**config.mk**
```make
export PLATFORM = sky130hd
export DESIGN_NAME = gdc_div
export DESIGN_NICKNAME = d
export VERILOG_FILES = /design/src/rtl/gdc_pkg.sv /design/src/rtl/gdc_div.sv
export SDC_FILE = /design/constraint.sdc
export NUM_CORES = 1
export LEC_CHECK = 0
export BUFFER_PORTS_ARGS = -buffer_cell sky130_fd_sc_hd__buf_2
export CORE_MARGIN = 2
export CORE_UTILIZATION = 30
export DETAILED_ROUTE_END_ITERATION = 10
export MAX_ROUTING_LAYER = met4
export PLACE_DENSITY = 0.49
export SLEW_MARGIN = 20
export SYNTH_ARGS = -nofsm -noshare
export SYNTH_HDL_FRONTEND = slang
export SYNTH_SLANG_ARGS = --single-unit
```
**constraint.sdc**
```tcl
create_clock -name clk_i -period 8 [get_ports clk_i]
set_clock_uncertainty 0.15 [all_clocks]
set_input_delay 0.8 -clock clk_i [delete_from_list [all_inputs] [get_ports clk_i]]
set_output_delay 0.8 -clock clk_i [all_outputs]
set_load 0.05 [all_outputs]
```
**src/rtl/gdc_pkg.sv**
```systemverilog
// ----------------------------------------------------------------------------
// gdc_pkg: shared types and constants for the grid ray caster
// Field widths, fixed-point constants, command and status codes, the
// register indexes and the sequencer state type.
// ----------------------------------------------------------------------------
package gdc_pkg;

  // Field widths
  localparam int unsigned POS_W  = 23;
  localparam int unsigned DIR_W  = 19;
  localparam int unsigned DIST_W = 31;
  localparam int unsigned CELL_W = 6;
  localparam int unsigned COL_W  = 10;
  localparam int unsigned CFG_AW = 3;

  // Internal datapath widths
  localparam int unsigned COORD_W = 12;  // signed map coordinate during the walk
  localparam int unsigned CAM_W   = 28;  // signed camera offset, Q12.16
  localparam int unsigned RAY_W   = 32;  // signed ray component, Q16.16
  localparam int unsigned DIV_W   = 33;  // dividend and quotient width
  localparam int unsigned DVS_W   = 32;  // divisor width
  localparam int unsigned MA_W    = 19;  // multiplier operand a
  localparam int unsigned MB_W    = 32;  // multiplier operand b
  localparam int unsigned PROD_W  = MA_W + MB_W;

  localparam logic [DIST_W-1:0] DIST_MAX = '1;

  // Default parameter values
  localparam int unsigned MAP_SIDE_DEF       = 64;
  localparam int unsigned SCREEN_COLUMNS_DEF = 640;
  localparam int unsigned STEP_LIMIT_DEF     = 128;

  // Commands
  localparam logic CMD_CAST  = 1'b0;
  localparam logic CMD_WRITE = 1'b1;

  // Result status codes
  localparam logic [1:0] ST_HIT   = 2'd0;
  localparam logic [1:0] ST_MISS  = 2'd1;
  localparam logic [1:0] ST_WRITE = 2'd2;

  // Register indexes
  localparam logic [CFG_AW-1:0] REG_POS_X   = 3'd0;
  localparam logic [CFG_AW-1:0] REG_POS_Y   = 3'd1;
  localparam logic [CFG_AW-1:0] REG_DIR_X   = 3'd2;
  localparam logic [CFG_AW-1:0] REG_DIR_Y   = 3'd3;
  localparam logic [CFG_AW-1:0] REG_PLANE_X = 3'd4;
  localparam logic [CFG_AW-1:0] REG_PLANE_Y = 3'd5;

  // Divider status seen by the sequencer
  typedef struct packed {
    logic busy;
    logic done;
  } div_stat_t;

  // Sequencer states
  typedef enum logic [3:0] {
    S_CLEAR,
    S_IDLE,
    S_DIV_CAM,
    S_MUL_RX,
    S_MUL_RY,
    S_RAY_Y,
    S_DIV_DX,
    S_DIV_DY,
    S_MUL_SX,
    S_MUL_SY,
    S_SET_SY,
    S_STEP,
    S_CHECK,
    S_OUT
  } state_e;

endpackage

```
**src/rtl/gdc_div.sv**
```systemverilog
// ----------------------------------------------------------------------------
// gdc_div: iterative unsigned divider
// Restoring division, one quotient bit per cycle. A zero divisor yields an
// all-ones quotient.
// ----------------------------------------------------------------------------
module gdc_div (
  input  logic                      clk_i,
  input  logic                      rst_ni,
  input  logic                      start_i,
  input  logic [gdc_pkg::DIV_W-1:0] dividend_i,
  input  logic [gdc_pkg::DVS_W-1:0] divisor_i,
  output logic [gdc_pkg::DIV_W-1:0] quot_o,
  output gdc_pkg::div_stat_t        stat_o
);

  localparam int unsigned CNT_W = $clog2(gdc_pkg::DIV_W);

  logic                      busy_q, done_q;
  logic [CNT_W-1:0]          cnt_q;
  logic [gdc_pkg::DVS_W-1:0] rem_q, dvs_q;
  logic [gdc_pkg::DIV_W-1:0] quo_q;
  logic [gdc_pkg::DVS_W:0]   trial;
  logic                      fits;

  // Trial subtraction for the next quotient bit.
  always_comb begin
    trial = {rem_q, quo_q[gdc_pkg::DIV_W-1]};
    fits  = trial >= {1'b0, dvs_q};
  end

  // Control of the iteration.
  always_ff @(posedge clk_i or negedge rst_ni) begin
    if (!rst_ni) begin
      busy_q <= 1'b0;
      done_q <= 1'b0;
      cnt_q  <= '0;
    end else begin
      done_q <= 1'b0;
      if (start_i) begin
        busy_q <= 1'b1;
        cnt_q  <= '0;
      end else if (busy_q) begin
        cnt_q <= cnt_q + 1'b1;
        if (cnt_q == CNT_W'(gdc_pkg::DIV_W - 1)) begin
          busy_q <= 1'b0;
          done_q <= 1'b1;
        end
      end
    end
  end

  // Remainder and quotient shift registers.
  always_ff @(posedge clk_i) begin
    if (start_i) begin
      rem_q <= '0;
      quo_q <= dividend_i;
      dvs_q <= divisor_i;
    end else if (busy_q) begin
      rem_q <= fits ? gdc_pkg::DVS_W'(trial - {1'b0, dvs_q})
                    : trial[gdc_pkg::DVS_W-1:0];
      quo_q <= {quo_q[gdc_pkg::DIV_W-2:0], fits};
    end
  end

  assign quot_o      = quo_q;
  assign stat_o.busy = busy_q;
  assign stat_o.done = done_q;

endmodule

```
Word-level counts from Yosys, hierarchy flattened
Cells that the tools add are included.
{"block": "word_totals", "register_bits": 105, "latchBits": 0, "ram_bits": 0, "rom_bits": 0, "in_bits": 68, "out_inout_bits": 35, "mem_count": 0}
{"block": "op_classes", "n_addsub": 2, "n_mul": 0, "div": 0, "order_cmp": 1, "n_eq_ne": 1, "shift": 0, "muxes": 11, "n_bitwise": 0, "reduce_logical": 1}
{"cell": "33-bit two-way mux", "n": 2}
{"cell": "33-bit by 32-bit greater-or-equal comparator with 1-bit output", "n": 1}
{"cell": "32-bit two-way mux", "n": 1}
{"cell": "32-bit subtractor", "n": 1}
{"cell": "6-bit two-way mux", "n": 2}
{"cell": "6-bit by 1-bit adder with 6-bit output (second input constant)", "n": 1}
{"cell": "6-bit == test (second input constant)", "n": 1}
{"cell": "1-bit two-way mux", "n": 6}
{"cell": "2-bit nonzero test", "n": 1}

Logic depth before layout (Yosys ltp)
Gate-level depths: netlist (run 1).
{"block": "depth", "depth_word": 4, "mapped_depth": 14, "depth_no_buf": 12}

Worst setup path before layout (run 1)
No wires, ideal clock.
{"block": "synth_path", "path_type": "register to register", "start": "reg quo_q, in the netlist quot_o[32]", "end": "reg rem_q[26] (netlist name)", "setup_ps": 67, "arrival_ps": 3020, "path_slack_ps": 4762, "path_stages_with_launch": 13, "synth_period_minus_slack_ps": 3238, "path_cell_list": "edfxtp_1 > inv_1 > ha_1 > fa_1 > nor2b_4 > o311a_4 > o21ai_2 > a31oi_1 > o41a_1 > a31o_2 > a21oi_1 > mux2_2 > a21oi_2"}
{"block": "synth_between", "elab_chain_len": 2}
{"item": "start, declared", "line_no": "gdc_div.sv:21", "text": "logic [gdc_pkg::DIV_W-1:0] quo_q;"}
{"item": "start signal, assigned", "line_no": "gdc_div.sv:56", "text": "quo_q <= dividend_i;"}
{"item": "start signal, assigned", "line_no": "gdc_div.sv:61", "text": "quo_q <= {quo_q[gdc_pkg::DIV_W-2:0], fits};"}
{"item": "32-bit subtractor / 33-bit by 32-bit greater-or-equal comparator with 1-bit output (equally long branches)", "line_no": "gdc_div.sv:59, gdc_div.sv:28"}
{"item": "32-bit two-way mux (*)", "line_no": "gdc_div.sv:59", "text": "rem_q <= fits ? gdc_pkg::DVS_W'(trial - {1'b0, dvs_q})"}
{"item": "end signal, assigned", "line_no": "gdc_div.sv:59"}
{"item": "end, declared", "line_no": "gdc_div.sv:20", "text": "logic [gdc_pkg::DVS_W-1:0] rem_q, dvs_q;"}
Every way passes the cells marked *; elsewhere a longest branch is shown, timed or not.
A chain may end at the register's enable or synchronous reset.

Final worst setup path (run 1)
{"block": "layout_path", "start": "reg dvs_q[10] (netlist name)", "end": "reg rem_q[26] (netlist name)"}
{"block": "layout_between", "elab_chain_len": 2}
{"item": "start, declared", "line_no": "gdc_div.sv:20"}
{"item": "start signal, assigned", "line_no": "gdc_div.sv:57", "text": "dvs_q <= divisor_i;"}
{"item": "32-bit subtractor / 33-bit by 32-bit greater-or-equal comparator with 1-bit output (equally long branches)", "line_no": "gdc_div.sv:59, gdc_div.sv:28"}
{"item": "32-bit two-way mux (*)", "line_no": "gdc_div.sv:59"}
Marks and branches as above.

==> reports/results.txt, run 1 <==
Gate Count Post-Synth: 582
Final WL: 13.9 mm
Max-Cap Viols: 0
Fin. Hold Viols: 0
Final Critical Period: 3.30 ns
Reg2reg start: dvs_q[10]
Synthesis-to-layout area growth: 17.9%
I/O pin count: 103
Number of vias per cell: 4.90
Area of the multi-input gates: 2890 um2
Largest net degree at the start of global routing: 64
Total GRT Usage: 14.1%
Post-synth ARST share: 7.62%
CP startpoint: dvs_q[10]
Post-cts resize count: 0
Synth top area cells: edfxtp_1 33%, dfxtp_1 11%, ha_1 7.1%, mux2_2 6.4%, a21oi_1 3.8%
Maximum vdd drop: 0.119 mV
Max transition margin: 50.2%
Worst setup SP type: flop
GRT overflow: 0
CP arrival: 3.45 ns
TritonCTS Sinks: 105
Sum Neg Setup Slack: 0 ns
Starting Density: 30.6%
Cell area power density: 212 nW/um2
Die height: 145 um
Leakage: 3.00 nW
Post-Syn Area: 5980 um2
YS warnings: 0
Vias in the first global route: 4740
Ant diodes: 0
Synth Flop Type: edfxtp_1
CTS HTree Levels: 3
R2R Path End: rem_q[26]
Final net count: 770
Synth Register Bits: 105
Fill count: 2059
Register Area: 2790 um2
First-iteration detailed-routing DRC count: 214
Post-synth top area cell: edfxtp_1
Slew Viols, Final: 0
Sequential area share after synthesis: 46.7%
Die width: 145 um
Row Count: 51
Total CTS buffers: 9
Critical path's largest stage delay: 0.45 ns
Buffer count from post-CTS setup fixing: 0
Status: complete, no violations
Slowest cell on crit path: o41a_1
HP Class: in -> async
Die area: 21100 um2
Crit path to: rem_q[26]
Syn_area_per_cell: 10.3 um2
Final period utilization: 41.3%
Initial antenna violation count: 0
First-pass GRT wire length: 23.7 mm
Endpoints failing setup: 0
Clk slew on worst S/H paths: 0.08 ns
CTS tree: yes
Reg2Reg Depth: 11
WL/cell: 14.8 um
Residual DRC: 0
GP Congestion: 0.846
Critical path, cell by cell: inv_1 -> ha_1 -> a21oi_1 -> o21ai_0 -> a31oi_1 -> o21a_1 -> o41a_1 -> o21a_1 -> or3_1 -> mux2_2 -> a21oi_2
Worst Tran Pin Value: 0.747 ns
RSZ-0062 raised after global routing: no
Port bufs: 102
Post-synth cell types: 56
Worst path required time: 8.14 ns
Share of layout cells above drive strength 1: 25.1%
Crit-path max FO: 16
Reg2Reg Setup Slack: 4.70 ns
Synth top area share: 32.6%
Hpwl dp: 10.0 mm
CP Capture Type: flop
Hold buffer count at cts: 0
Vias: 4592
Clock Tree Buf Depth: 2
Core ar.: 19500 um2
Worst Hold Slack: 0.107 ns
Post-DRT Antenna Nets: 0
Peak Freq: 303 MHz
Clock Latency Late Sink: 0.36 ns
CP Class: reg -> reg
EDFF count, synth: 65
Drt first pass iters: 4
Syn nets: 685
CTS root buffer: clkbuf_16
Top cell by count, worst path: o21a_1
## metal layers
| metal | routed length, um | global-route usage [%] | up-vias |
|---|---|---|---|
| li1 | - | - | 2299 |
| met5 | 0 | - | - |
| met3 | 585 | 3.18 | 10 |
| met4 | 164 | 4.36 | 0 |
| met1 | 6580 | 17.6 | 2185 |
| met2 | 6520 | 22.9 | 98 |
## stage by stage
stage	setup WS, ns	utilization, %	std cells	total power, mW	instance area, um2
after floorplan	4.76	-	582	0.926	5980
after global placement	4.80	34.4	921	1.02	6720
after detailed placement	4.68	34.4	921	1.02	6720
after CTS	4.69	36.1	937	1.51	7050
after global routing	4.47	36.1	937	1.57	7050
final	4.70	36.1	937	1.49	7050
## registers in the layout (all words and copies together), names as in the netlist
signal  cells
busy_q      1
cnt_q       6
done_q      1
dvs_q      32
quot_o     33
rem_q      32
## placed cells by master (no fill, tap or decap), types with 3 or more instances in the layout
master / n
a211oi_1: 27
a21o_1: 14
a21oi_1: 45
a31oi_1: 6
and2_1: 4
and3_1: 4
buf_2: 101
buf_4: 5
clkbuf_16: 9
dfrtp_1: 7
dfxtp_1: 32
edfxtp_1: 65
ha_1: 34
inv_1: 43
inv_8: 3
mux2_2: 34
mux2i_1: 16
nand2_1: 38
nand2b_1: 4
nand3_1: 5
nand4_1: 14
nor2_1: 52
nor2b_1: 3
nor3_1: 9
o211ai_1: 4
o21a_1: 8
o21ai_0: 16
o21ai_2: 3
o21bai_1: 4
or3_1: 3
xnor2_1: 13
xor2_1: 12
## cell type report
class | count | share of cell area [%]
Multi-Input combinational cell | 402 | 41.0
Tap cell | 265 | 4.70
Clock inverter | 7 | 1.49
Timing Repair Buffer | 106 | 7.70
Clock buffer | 9 | 3.20
Sequential cell | 105 | 39.6
Inverter | 43 | 2.29
## critical path: cells and delay by family, from the launching register on
kind	cells	cell delay, ns
AO/OA/AOI/OAI	7	1.59
multiplexers	1	0.28
adder cells (fa/ha/maj)	1	0.40
buffers and inverters	1	0.04
flip-flops	1	0.35
AND/OR/NAND/NOR	1	0.40
## cells in the mapped netlist, drive strengths merged (2+ instances only)
master,number
edfxtp,65
nor2,52
a21oi,47
inv,43
nand2,38
ha,34
mux2,34
dfxtp,32
a211oi,28
clkbuf,22
o21ai,20
mux2i,16
a21o,14
nand4,14
xnor2,13
xor2,12
buf,10
nor3,9
dfrtp,8
o21a,8
a31oi,6
nand3,5
and2,4
and3,4
nand2b,4
nor2b,4
o211ai,4
o21bai,4
or3,3
a211o,2
a21boi,2
a311oi,2
o221a,2
o31ai,2
o41a,2
## cells by family after synthesis
logic type / after synthesis / synth area share [%]
simple gates: 141 / 10.9
xor+xnor: 25 / 3.66
mux: 50 / 9.08
flops: 105 / 46.7
compound gates: 151 / 17.1
fa+ha+maj: 35 / 7.45
buf+inv: 75 / 5.04
## where the power goes
part           switching, mW  internal [mW]
Clock                  0.231          0.256
Combinational          0.223          0.131
Sequential            0.0259          0.626
## worst min path at each step
stage              start        end  slack (ns)  cells after the start
6_report          rst_ni   cnt_q[2]        0.11                      1
5_1_grt           rst_ni   cnt_q[2]        0.11                      1
4_1_cts           rst_ni   cnt_q[2]         0.1                      1
3_5_place_dp    rem_q[1]   rem_q[1]        0.34                      2
3_3_place_gp   rem_q[20]  rem_q[20]        0.33                      2
2_1_floorplan  rem_q[31]  rem_q[31]        0.30                      2
No activity file was read; power rests on OpenSTA's default activity.
==> inputs of run 2 (changes only) <==
--- a/config.mk
+++ b/config.mk
@@ -10,7 +10,7 @@
 export CORE_UTILIZATION = 30
 export DETAILED_ROUTE_END_ITERATION = 10
 export MAX_ROUTING_LAYER = met4
-export PLACE_DENSITY = 0.49
+export PLACE_DENSITY = 0.51
 export SLEW_MARGIN = 20
 export SYNTH_ARGS = -nofsm -noshare
 export SYNTH_HDL_FRONTEND = slang
==> constraint.sdc (replaced) <==
create_clock -name clk_i -period 2.7 [get_ports clk_i]
set_clock_uncertainty 0.15 [all_clocks]
set_input_delay 0.27 -clock clk_i [delete_from_list [all_inputs] [get_ports clk_i]]
set_output_delay 0.27 -clock clk_i [all_outputs]
set_load 0.05 [all_outputs]
==> run 2 against run 1 <==
Against the previous run: the run now ends with negative setup slack left; sequential share of layout area shrank 7.7 points; core utilization grew 8.7 points; first-iteration DRC count grew 1.9%; worst setup slack lost 4.9 ns; routed wire length grew 16%; cell count grew 15%; die area is the same; flip-flop and latch count is the same; register-to-register slack lost 4.9 ns; count of clock-buffer cells in the layout is the same; total power grew to 3.2 times the previous value; critical path type unchanged; largest cell class unchanged; highest routed layer unchanged.
==> reports/results.txt, run 2 (synthesized netlist as in run 1, its figures left out) <==
Top cell by count, worst path: a21oi_2
Worst Path Buf+Inv: 1
CP Capture Type: flop
Ant diodes: 0
Die height: 145 um
Fin cells: 1082
Slowest cell on crit path: edfxtp_1
CP Class: reg -> reg
Final net count: 915
Starting Density: 30.6%
Reg2Reg Setup Slack: -0.24 ns
Worst setup SP type: flop
CTS HTree Levels: 3
Final period utilization: 109%
Clk slew on worst S/H paths: 0.09 ns
Hpwl dp: 11.0 mm
Vias in the first global route: 5433
Clock Tree Buf Depth: 2
I/O pin count: 103
Vias: 5233
Leakage: 3.78 nW
Endpoints failing setup: 18
Residual DRC: 0
CTS root buffer: clkbuf_16
Number of vias per cell: 4.84
CP arrival: 3.09 ns
Synthesis-to-layout area growth: 46.4%
GP Congestion: 0.906
Inst Count DP: 1008
Sum Neg Setup Slack: -1.95 ns
Port bufs: 102
Peak Freq: 340 MHz
RSZ-0062 raised after global routing: yes
Commonest non-fill, non-tap cell in the layout: buf_2
Crit path to: rem_q[26]
Die width: 145 um
Final Critical Period: 2.94 ns
Fin. Hold Viols: 0
Worst path required time: 2.85 ns
Clock Latency Late Sink: 0.37 ns
Reg2Reg Depth: 12
Crit-path max FO: 5
Row Count: 51
Max transition margin: 54.6%
Core Util, Final: 44.8%
Drt first pass iters: 4
Core ar.: 19500 um2
Share of layout cells above drive strength 1: 42.0%
Status: complete, but fails checks
Worst Tran Pin Value: 0.680 ns
WL/cell: 14.9 um
Total GRT Usage: 15.6%
Largest net degree at the start of global routing: 93
Max-Cap Viols: 0
Final WL: 16.1 mm
Maximum vdd drop: 0.343 mV
GRT overflow: 0
Die area: 21100 um2
Max reg flops: 33
Critical path's largest stage delay: 0.42 ns
First-pass GRT wire length: 26.4 mm
CTS tree: yes
Violated checks: negative setup slack
Crit path max-delay family: compound AO/OA/AOI/OAI gates
R2R Path End: rem_q[26]
Cell area power density: 554 nW/um2
Most frequent cells in the layout: 101 x buf_2, 98 x buf_4, 65 x edfxtp_1, 51 x nor2_1, 37 x inv_1
TritonCTS Sinks: 105
Critical path, cell by cell: inv_2 -> ha_4 -> fa_2 -> nor2b_4 -> o311a_4 -> o21ai_4 -> a31oi_4 -> o41a_1 -> a31o_4 -> a21oi_2 -> mux2_4 -> a21oi_2
CP startpoint: quot_o[32]
Crit. path cell count: 12
HP Class: in -> reg
Slew Viols, Final: 0
First-iteration detailed-routing DRC count: 218
Post-DRT Antenna Nets: 0
Reg2reg start: quot_o[32]
Initial antenna violation count: 0
Total CTS buffers: 9
Fin worst setup slack: -0.240 ns
## run 2: changes by cell type in the layout (fill, tap and decap cells not counted), sizes merged
cell         delta
buf           +112
bufinv          -1
dlygate4sd3    +33
inv             +1
## run 2: through the flow
| stage | power (mW) | instance area, um2 | worst slack, ns | hold WS, ns |
|---|---|---|---|---|
| detailed placement | 3.23 | 7430 | -0.360 | -0.0279 |
| global placement | 3.22 | 7430 | -0.276 | -0.0320 |
| global route | 5.10 | 8750 | -0.423 | 0.0295 |
| finish | 4.85 | 8750 | -0.240 | 0.0440 |
| floorplan | 2.76 | 6020 | -0.450 | -0.176 |
| CTS | 4.80 | 8450 | -0.311 | 0.0286 |
## run 2: where the power goes
group	switching [mW]	total (mW)	leakage, nW	internal [mW]
sequential	0.0813	1.94	1.03	1.85
clock	0.715	1.39	0.153	0.671
combinational	0.803	1.53	2.60	0.724
## run 2: how the worst min path moves through the flow
| stage | cells past startpoint | to | startpoint | slack [ns] |
|---|---|---|---|---|
| after floorplan | 0 | busy_q | rst_ni | -0.18 |
| after global placement | 1 | cnt_q[0] | rst_ni | -0.03 |
| after detailed placement | 1 | cnt_q[3] | rst_ni | -0.03 |
| after CTS | 2 | quot_o[18] | dividend_i[18] | 0.03 |
| after global routing | 2 | quot_o[29] | dividend_i[29] | 0.03 |
| final | 2 | quot_o[18] | dividend_i[18] | 0.04 |
## run 2: what timing repair did
action,in CTS,in global routing
setup endpoints to repair,32,33
gates cloned,4,0
setup buffers,10,12
endpoints found under the hold margin,40,0
hold buffers,33,0
gates resized for setup,40,54
pin swaps,22,34
## run 2: area by class of cell
| cell class | count | area (um2) |
|---|---|---|
| Fill cell | 1905 | 10800 |
| Multi-Input combinational cell | 402 | 3260 |
| Sequential cell | 105 | 2790 |
| Timing Repair Buffer | 251 | 1890 |
| Tap cell | 265 | 332 |
| Clock buffer | 9 | 225 |
| Inverter | 43 | 161 |
| Clock inverter | 7 | 88.8 |
## run 2: routing by layer
layer / track usage, % / share of wire (%)
met1: 19.6 / 46
met2: 25.8 / 49
met3: 3.14 / 4.0
met4: 4.17 / 1.5
met5: - / 0
==> inputs of run 3 (changes only) <==
--- a/config.mk
+++ b/config.mk
@@ -5,12 +5,13 @@
 export SDC_FILE = /design/constraint.sdc
 export NUM_CORES = 1
 export LEC_CHECK = 0
-export BUFFER_PORTS_ARGS = -buffer_cell sky130_fd_sc_hd__buf_2
+export BUFFER_PORTS_ARGS = -buffer_cell sky130_fd_sc_hd__buf_4
 export CORE_MARGIN = 2
 export CORE_UTILIZATION = 30
 export DETAILED_ROUTE_END_ITERATION = 10
 export MAX_ROUTING_LAYER = met4
 export PLACE_DENSITY = 0.51
+export RECOVER_POWER = 50
 export SLEW_MARGIN = 20
 export SYNTH_ARGS = -nofsm -noshare
 export SYNTH_HDL_FRONTEND = slang
==> run 3 against run 2 <==
Against the previous run: the run still ends with negative setup slack left; register-to-register slack worse by 0.03 ns; critical path type unchanged; maximum frequency is 0.99% lower; total power shrank 0.58%; die area stayed put; worst setup slack got worse by 0.029 ns; clock power is essentially flat; global-route usage shrank 0.27 points; first-iteration DRC count increased by 29%; via count down 3.0%; core utilization is 0.30 points higher; critical endpoint is now rem_q[24].
==> reports/results.txt, run 3 (synthesized netlist as in run 1, its figures left out) <==
Met1 wire length: 7.27 mm
Clk slew on worst S/H paths: 0.08 ns
Total CTS buffers: 9
Clock Latency Late Sink: 0.37 ns
Fill count: 1895
CP Class: reg -> reg
Fin worst setup slack: -0.269 ns
Crit path max-delay family: compound AO/OA/AOI/OAI gates
Max transition margin: 45.0%
Max reg flops: 33
Synthesis-to-layout area growth: 47.3%
Cell Int Power: 3.25 mW
Worst Path Buf+Inv: 1
Sequential Power Share: 40.2%
Hold Path End: quot_o[16]
Worst Hold Slack: 0.0470 ns
Routed met2 length: 7.65 mm
CP arrival: 3.03 ns
Final period utilization: 110%
Die area: 21100 um2
Critical path's largest stage delay: 0.41 ns
R2R Path End: rem_q[24]
Final net count: 901
Final WL: 15.8 mm
Die width: 145 um
Worst Tran Pin Value: 0.825 ns
Ant diodes: 0
I/O pin count: 103
Total GRT Usage: 15.4%
Pre-CTS WS: -0.380 ns
Core ar.: 19500 um2
CP Capture Type: flop
Reg2Reg Setup Slack: -0.27 ns
Worst path required time: 2.76 ns
Drt first pass iters: 4
Sw power: 1.57 mW
Initial antenna violation count: 0
WHS Path Cells: 2
Reg2reg start: quot_o[32]
Number of vias per cell: 4.75
CTS root buffer: clkbuf_16
Crit-path max FO: 5
CTS tree: yes
Sw Ratio: 32.6%
Hpwl dp: 10.9 mm
Maximum vdd drop: 0.319 mV
Clock Tree Buf Depth: 2
Post-DRT Antenna Nets: 0
Endpoints failing setup: 32
Cell area power density: 547 nW/um2
Sum Neg Setup Slack: -5.20 ns
Vias: 5078
Reg2Reg Depth: 12
Residual DRC: 0
CTS HTree Levels: 3
Share of layout cells above drive strength 1: 39.9%
Die height: 145 um
Status: complete, but fails checks
Starting Density: 30.6%
Register Area: 2790 um2
Slowest cell on crit path: edfxtp_1
Largest net degree at the start of global routing: 64
TritonCTS Sinks: 105
First-pass GRT wire length: 25.7 mm
First-iteration detailed-routing DRC count: 281
GP Congestion: 0.855
Fin. Hold Viols: 0
Top cell by count, worst path: a31oi_4
Row Count: 51
WL/cell: 14.8 um
Clock network power share: 28.2%
Area of the multi-input gates: 3250 um2
Commonest non-fill, non-tap cell in the layout: buf_4
Comb pwr share: 31.6%
Uppermost routed layer: met4
Max-Cap Viols: 0
Worst setup SP type: flop
Final Critical Period: 2.97 ns
Port bufs: 102
Most frequent cells in the layout: 154 x buf_4, 65 x edfxtp_1, 50 x nor2_1, 40 x inv_1, 38 x a21oi_1
Hold path start: dividend_i[16]
HP Class: in -> reg
RSZ-0062 raised after global routing: yes
WL met3: 621 um
CP startpoint: quot_o[32]
Critical path, cell by cell: inv_2 -> ha_4 -> fa_2 -> nor2b_4 -> o311a_4 -> o21ai_4 -> a31oi_4 -> o41a_1 -> a31o_4 -> a31oi_4 -> o221a_1 -> a31oi_1
Leakage: 3.76 nW
Slew Viols, Final: 0
GRT overflow: 0
Violated checks: negative setup slack
Vias in the first global route: 5289
Peak Freq: 337 MHz
-- run 3: worst register-to-register path: cells and delay by family, from the launching register on --
| kind | cells | cell delay (ns) |
|---|---|---|
| adder cells (fa/ha/maj) | 2 | 0.37 |
| buffers and inverters | 1 | 0.09 |
| AND/OR/NAND/NOR | 1 | 0.05 |
| AO/OA/AOI/OAI | 8 | 1.76 |
| flip-flops | 1 | 0.41 |
-- run 3: repair_timing --
item	CTS	global route
cloned	2	0
endpoints found under the hold margin	40	0
endpoints found under the setup margin	30	33
hold buffers	33	0
resized for setup	30	58
pin swaps	28	34
buffers inserted	14	4
-- run 3: cell type report --
| cell class | count | area share (%) |
|---|---|---|
| Clock buffer | 9 | 2.56 |
| Clock inverter | 7 | 0.909 |
| Inverter | 43 | 1.83 |
| Multi-Input combinational cell | 402 | 36.9 |
| Sequential cell | 105 | 31.7 |
| Tap cell | 265 | 3.76 |
| Timing Repair Buffer | 237 | 22.4 |
-- run 3: layer usage --
layer	global-route usage, %	vias up
met5	-	-
met2	25.7	106
li1	-	2549
met4	4.95	0
met1	18.7	2407
met3	3.08	16
-- run 3: worst max-delay path by stage --
stage / endpoint / slack [ns] / cells after the start
CTS: rem_q[24] / -0.35 / 12
detailed placement: rem_q[24] / -0.38 / 12
global placement: rem_q[24] / -0.27 / 12
floorplan: rem_q[26] / -0.45 / 12
global route: rem_q[28] / -0.39 / 13
finish: rem_q[24] / -0.27 / 12
-- run 3: metrics by stage --
step	power, mW	instance area [um2]	util (%)	cells
floorplan	2.76	6020	-	582
global placement	3.26	7610	39.0	1000
detailed placement	3.26	7610	39.0	1000
CTS	4.76	8540	43.7	1065
global route	5.07	8810	45.1	1068
finish	4.82	8810	45.1	1068
-- run 3: power by group through the flow --
stage	sequential, mW	clock (mW)	combinational [mW]
finish	1.94	1.36	1.52
global route	1.96	1.47	1.65
CTS	1.93	1.40	1.43
detailed placement	1.96	0	1.30
global placement	1.96	0	1.30
floorplan	2.15	0	0.608
